**src/rtl/barometric_pressure_compensation_unit_defines.svh**
```systemverilog
// Assertion helpers for the compensation unit.
`ifndef BAROMETRIC_PRESSURE_COMPENSATION_UNIT_DEFINES_SVH
`define BAROMETRIC_PRESSURE_COMPENSATION_UNIT_DEFINES_SVH

// Implication in the same cycle, off during reset.
`define BPC_ASSERT_IMPL(label, ante, cons) \
    label: assert property (@(posedge i_clk) disable iff (!i_rst_n) (ante) |-> (cons)) \
        else $error("bpc: implication check failed");

// Consequent a fixed number of cycles after the antecedent.
`define BPC_ASSERT_DELAY(label, ante, dly, cons) \
    label: assert property (@(posedge i_clk) disable iff (!i_rst_n) (ante) |-> ##dly (cons)) \
        else $error("bpc: delayed check failed");

`endif

```
**src/rtl/bpc_div.sv**
```systemverilog
// ----------------------------------------------------------------------------
// bpc_div
// Pipelined unsigned restoring divider, one quotient bit per stage.
// ----------------------------------------------------------------------------
`default_nettype none

module bpc_div #(
    parameter int N = 32,
    parameter int M = 17,
    parameter int W = 1
) (
    input  wire logic         i_clk,
    input  wire logic         i_rst_n,
    input  wire logic         i_valid,
    input  wire logic [N-1:0] i_dividend,
    input  wire logic [M-1:0] i_divisor,
    input  wire logic [W-1:0] i_side,
    output logic              o_valid,
    output logic [N-1:0]      o_quotient,
    output logic [W-1:0]      o_side
);

    logic         r_vld  [N];
    logic [M-1:0] r_rem  [N];
    logic [M-1:0] r_div  [N];
    logic [N-1:0] r_dvd  [N];
    logic [N-1:0] r_quo  [N];
    logic [W-1:0] r_side [N];

    for (genvar i = 0; i < N; i++) begin : g_stage
        logic         c_vld;
        logic [M-1:0] c_rem;
        logic [M-1:0] c_div;
        logic [N-1:0] c_dvd;
        logic [N-1:0] c_quo;
        logic [W-1:0] c_side;
        logic [M:0]   n_trial;
        logic [M:0]   n_diff;
        logic         n_ge;

        assign c_vld  = (i == 0) ? i_valid    : r_vld[(i == 0) ? 0 : i - 1];
        assign c_rem  = (i == 0) ? '0         : r_rem[(i == 0) ? 0 : i - 1];
        assign c_div  = (i == 0) ? i_divisor  : r_div[(i == 0) ? 0 : i - 1];
        assign c_dvd  = (i == 0) ? i_dividend : r_dvd[(i == 0) ? 0 : i - 1];
        assign c_quo  = (i == 0) ? '0         : r_quo[(i == 0) ? 0 : i - 1];
        assign c_side = (i == 0) ? i_side     : r_side[(i == 0) ? 0 : i - 1];

        // bring down the next dividend bit and try a subtract
        assign n_trial = {c_rem, c_dvd[N-1]};
        assign n_diff  = n_trial - {1'b0, c_div};
        assign n_ge    = (n_trial >= {1'b0, c_div});

        always_ff @(posedge i_clk) begin
            if (!i_rst_n) begin
                r_vld[i] <= 1'b0;
            end else begin
                r_vld[i] <= c_vld;
            end
        end

        always_ff @(posedge i_clk) begin
            r_rem[i]  <= n_ge ? n_diff[M-1:0] : n_trial[M-1:0];
            r_div[i]  <= c_div;
            r_dvd[i]  <= {c_dvd[N-2:0], 1'b0};
            r_quo[i]  <= {c_quo[N-2:0], n_ge};
            r_side[i] <= c_side;
        end
    end

    assign o_valid    = r_vld[N-1];
    assign o_quotient = r_quo[N-1];
    assign o_side     = r_side[N-1];

endmodule

`default_nettype wire

```
**config.mk**
```make
export PLATFORM = sky130hd
export DESIGN_NAME = bpc_div
export DESIGN_NICKNAME = d
export VERILOG_FILES = /design/src/rtl/barometric_pressure_compensation_unit_defines.svh /design/src/rtl/bpc_div.sv
export SDC_FILE = /design/constraint.sdc
export NUM_CORES = 2
export LEC_CHECK = 0
export ABC_AREA = 1
export ABC_CLOCK_PERIOD_IN_PS = 5600
export BUFFER_PORTS_ARGS = -buffer_cell sky130_fd_sc_hd__buf_2
export CORE_AREA = 4 4 386 388
export CTS_CLUSTER_SIZE = 8
export DETAILED_ROUTE_END_ITERATION = 12
export DIE_AREA = 0 0 390 392
export GPL_TIMING_DRIVEN = 0
export PLACE_DENSITY = 0.83
export RECOVER_POWER = 25
export SKIP_LAST_GASP = 1
export SLEW_MARGIN = 40
export SYNTH_ARGS = -nofsm -noshare
export SYNTH_HDL_FRONTEND = slang
export SYNTH_SLANG_ARGS = --single-unit
```
**constraint.sdc**
```tcl
create_clock -name i_clk -period 5.6 [get_ports i_clk]
set_input_delay 0.28 -clock i_clk [delete_from_list [all_inputs] [get_ports i_clk]]
set_output_delay 0.28 -clock i_clk [all_outputs]
set_load 0.01 [all_outputs]
```
### Yosys cells after proc, flatten, opt, wreduce, memory -nomap -nowiden

Memories as Yosys holds them, arrays and structs flattened.
Cells that the tools add are included.

* add/sub/neg operators: 32
* order comparisons: 32
* mux-type cells: 66
* bitwise gates (word level): 32

Operator list (number)
* $ge A18 B17 Y1: 31
* $mux W17: 32
* $sub A17 B17 Y17: 31
* $mux W1: 34
* $or A1 B1 Y1: 32
* $ge A1 B17 Y1: 1
* $sub A1 B17 Y17: 1

* register bits: 0
* memory bits (writable): 3168
* bits of input ports: 53
* word-level logic and storage cells: 168
* memories: 6

Memories
* r_quo: depth 32, width 32, read ports 32, clocked after memory_dff 0, wr ports 32, line bpc_div.sv:27 `logic [N-1:0] r_quo [N];`
* r_dvd: depth 32, width 31, read ports 31, clocked after memory_dff 0, wr ports 32, line bpc_div.sv:26 `logic [N-1:0] r_dvd [N];`
* r_div: depth 32, width 17, read ports 31, clocked after memory_dff 0, wr ports 32, line bpc_div.sv:25 `logic [M-1:0] r_div [N];`
* r_rem: depth 32, width 17, read ports 31, clocked after memory_dff 0, wr ports 32, line bpc_div.sv:24 `logic [M-1:0] r_rem [N];`
* r_side: depth 32, width 1, read ports 32, clocked after memory_dff 0, wr ports 32, line bpc_div.sv:28 `logic [W-1:0] r_side [N];`
* r_vld: depth 32, width 1, read ports 32, clocked after memory_dff 0, wr ports 32, line bpc_div.sv:23 `logic r_vld [N];`

### Depth between registers and ports, before layout

An unclocked memory read counts as a cell.

* depth in word-level cells: 3
* gate-level depth with buffers: 15

### Least setup slack after synthesis

No wires, ideal clock.

* path kind: reg2reg
* start point: memory r_dvd[22][30] (netlist bit)
* end point: memory r_rem[23][5] (netlist: r_rem[5][56])
* setup time: 0.112 ns
* arrival time: 1.775 ns
* slack: 3.713 ns
* stages on the path, launching flop included: 16
* cell sequence: dfxtp_1 -> inv_1 -> ha_1 -> inv_1 -> fa_1 -> nand2_1 -> nand2_1 -> nand3b_1 -> nand2_2 -> nand2_1 -> nand2_2 -> nand2_4 -> nand2_4 -> buf_8 -> nand2_2 -> nand2_1

RTL lines (line)
* start, declared: bpc_div.sv:26
* end, declared: bpc_div.sv:24

==> results.md <==
- Routed Antenna Nets: 0
- Simple-Gate Fraction of Synth Area: 28.27%
- P_sw: 19320 uW
- Sum Neg Setup Slack: 0 ns
- Synth Area in XOR/XNOR: 2.108%
- Core Area: 145400 um2
- Num rows: 140
- Synthesized area: 86830 um2
- Clock-pin slew on the worst setup and hold paths: 0.05 ns
- Initial antenna violation count: 6
- Syn. warnings: 0
- Post-synthesis adder-cell area fraction: 8.315%
- Nature of the critical path startpoint: register
- Final WS setup: 3.176 ns
- Hold path startpoint: i_dividend[25]
- Fin util: 67.85%
- Clock Tree Buf Depth: 4
- Final Hold Vio Count: 0
- EDFF count, synth: 0
- DR WL/cell: 15.39 um
- Setup WS pre-CTS: 3.240 ns
- WS Path Type: register to register
- Number of remaining DRC errors: 0
- Dominant synthesized flop cell: dfxtp_1
- Pint: 34520 uW
- Sequential share of power: 36.3%
- Hold_buf cts: 62
- Multiplexer share of the synthesized area: 0%
- Die area: 152900 um2
- Setup Viol. Count Final: 0
- Worst reg2reg path depth: 15
- Root Buffer Master: clkbuf_16
- Mapped Nets: 11690
- Largest net degree at the start of global routing: 17
- Placed Area: 89660 um2
- Run status: finished clean
- Hold WC Path Type: input pin to register
- LEAKAGE: 0.05455 uW
- Cts bufs inserted: 320
- Fin area: 98650 um2
- Reg2Reg Setup Slack: 3.18 ns
- Crit path launch: r_dvd[0][30]$_DFF_P_
- Clk_skew: 0.06674 ns
- Cells after Synth: 11070
- Tcrit/Tclk final: 43.28%
- Vias in the first global route: 66150
- Total global routing overflow: 0
- Largest cells by area after synthesis: dfxtp_1, nand2_1, inv_1, ha_1, nand3_1
- Largest family of logic cells by synthesized area: simple AND/OR/NAND/NOR gates
- Slew margin rel.: 47.75%
- Post-CTS Setup Inserts: 0
- Vert. Die Dim: 392 um
- # H-tree levels: 5
- Share of the synthesized area in the top cell type: 49.39%
- GP Congestion: 0.9415
- Global-route wire length before repair: 334.4 mm
- Final HPWL DP: 151.6 mm
- Die width: 390 um
- Flops & latches, synth: 2142
- DRT iter0 DRCs: 4692
- Critical path fanouts, max: 10
- Routed vias: 67460
- Setup crit end: r_rem[0][25]$_DFF_P_
- Max-Cap Viols: 0
- CTS sink cnt: 2142
- RSZ-0062 raised after global routing: false
- P per Cell Area: 545.8 nW/um2
- Critical Path AT: 3.16 ns
- Worst-Margin Slew: 0.7811 ns
- Reg-to-Reg End: r_rem[0][25]$_DFF_P_
- Routed WL: 207.6 mm
- Clock power frac: 30.5%
- Number of I/O pins: 87
- Sequential area share after synthesis: 49.39%
- # resized after CTS: 0
- WP data required: 6.34 ns
- Area delta synth->final: 13.61%
- Tmin final: 2.424 ns
- Yosys cell types: 45
- Reg2reg start: r_dvd[0][30]$_DFF_P_
- Vias per cell: 5.000
- Max Fclk: 0.4126 GHz
- Clk_lat worst skew: 0.91 ns
- Compound-Gate Fraction of Synth Area: 1.957%
- Share of layout cells above drive strength 1: 7.198%
- Peak VDD IR: 0.0003961 V
- Area leader, netlist: dfxtp_1
- Total track usage: 26.95%
- Final nets: 12160
- Asr flop ratio synth: 0%
- Initial Utilization: 59.72%
- CTS tree: built
- Comb pwr share: 33.2%
- Switch share: 35.89%
- CP Capture Type: register
- Initial DRT Pass Iterations: 6
- Count leader, synth: nand2_1
- Most frequent cells after synthesis: nand2_1, dfxtp_1, inv_1
- Pins over their slew limit: 0
- IO buf count: 86
- Syn Area/Cell: 7.841 um2
==> registers in the layout (all words and copies together), names as in the netlist <==
register	count
r_rem	527
r_div	527
r_side	32
r_vld	32
r_quo	528
r_dvd	496
==> worst max-delay path: stages, from the launching register on <==
cell and delay, ns:
dfxtp_1 0.32, inv_1 0.07, ha_1 0.15, inv_1 0.08, fa_1 0.44, nand2_1 0.11
nand2_1 0.11, nand3_1 0.11, nand2_2 0.09, nand2_1 0.11, nand2_2 0.09, nand2_4 0.15
nand2_4 0.15, buf_6 0.20, nand2_1 0.06, nand2_1 0.06
==> metal layers <==
metal	part of all wire (%)	GRT usage (%)	up-vias
li1	-	-	34310
met4	4.2	11.37	0
met2	48	46.97	2000
met3	5.2	3.918	584
met1	43	33.41	30560
met5	0	0	-
==> metrics by stage <==
step | instances | power (uW) | hold WS [ns]
after floorplan | 11070 | 32580 | 0.3077
after global placement | 13080 | 36870 | 0.3095
after detailed placement | 13080 | 37240 | 0.3121
after CTS | 13490 | 54040 | 0.0003392
after global routing | 13490 | 57410 | 0.03092
final | 13490 | 53840 | 0.05358
==> power by group through the flow <==
stage | clock [uW] | sequential (uW) | combinational (uW)
finish | 16400 | 19500 | 17900
global route | 17400 | 19700 | 20300
global placement | 0 | 19700 | 17200
floorplan | 0 | 19100 | 13500
CTS | 16800 | 19500 | 17700
detailed placement | 0 | 19700 | 17500
==> final cells by class <==
type | count | area, um2
Antenna cell | 1 | 2.502
Tap cell | 1917 | 2399
Clock inverter | 8 | 92.59
Sequential cell | 2142 | 42880
Inverter | 2071 | 7774
Buffer | 105 | 877.1
Multi-Input combinational cell | 6755 | 35300
Clock buffer | 344 | 8307
Fill cell | 11740 | 46740
Timing Repair Buffer | 148 | 1021
==> worst min path at each step <==
stage	endpoint	cells after the start	slack, ns
3_3_place_gp	r_dvd[8][9]$_DFF_P_	0	0.31
4_1_cts	r_dvd[0][30]$_DFF_P_	2	0.0003
3_5_place_dp	r_dvd[8][20]$_DFF_P_	0	0.31
6_report	r_dvd[0][25]$_DFF_P_	2	0.05
5_1_grt	r_dvd[0][25]$_DFF_P_	2	0.03
2_1_floorplan	r_div[0][0]$_DFF_P_	0	0.31
==> logic make-up (layout without fill, tap and decap cells) <==
| family | after synthesis | after routing |
|---|---|---|
| adder cells (fa/ha/maj) | 559 | 559 |
| other | 0 | 1 |
| AO/OA/AOI/OAI | 313 | 313 |
| flip-flops | 2142 | 2142 |
| AND/OR/NAND/NOR | 5674 | 5674 |
| XOR/XNOR | 209 | 209 |
| buffers and inverters | 2176 | 2676 |
==> layout by cell type, fill, tap and decap left out, types with 27 or more instances in the layout <==
master	n
and2_1	38
fa_1	30
a21oi_1	274
xor2_1	179
buf_2	82
dlygate4sd3_1	62
nand2_4	46
nand2_1	3918
ha_1	529
nor3_1	45
xnor2_1	30
clkbuf_16	327
buf_6	27
dfxtp_1	2142
nor2_1	381
nand2_2	132
or2_1	28
nand3b_1	37
nand4_1	50
inv_1	2049
clkbuf_1	38
nand3_1	847
buf_4	47
nor2_2	43
Power figures use the tool's default switching activity.
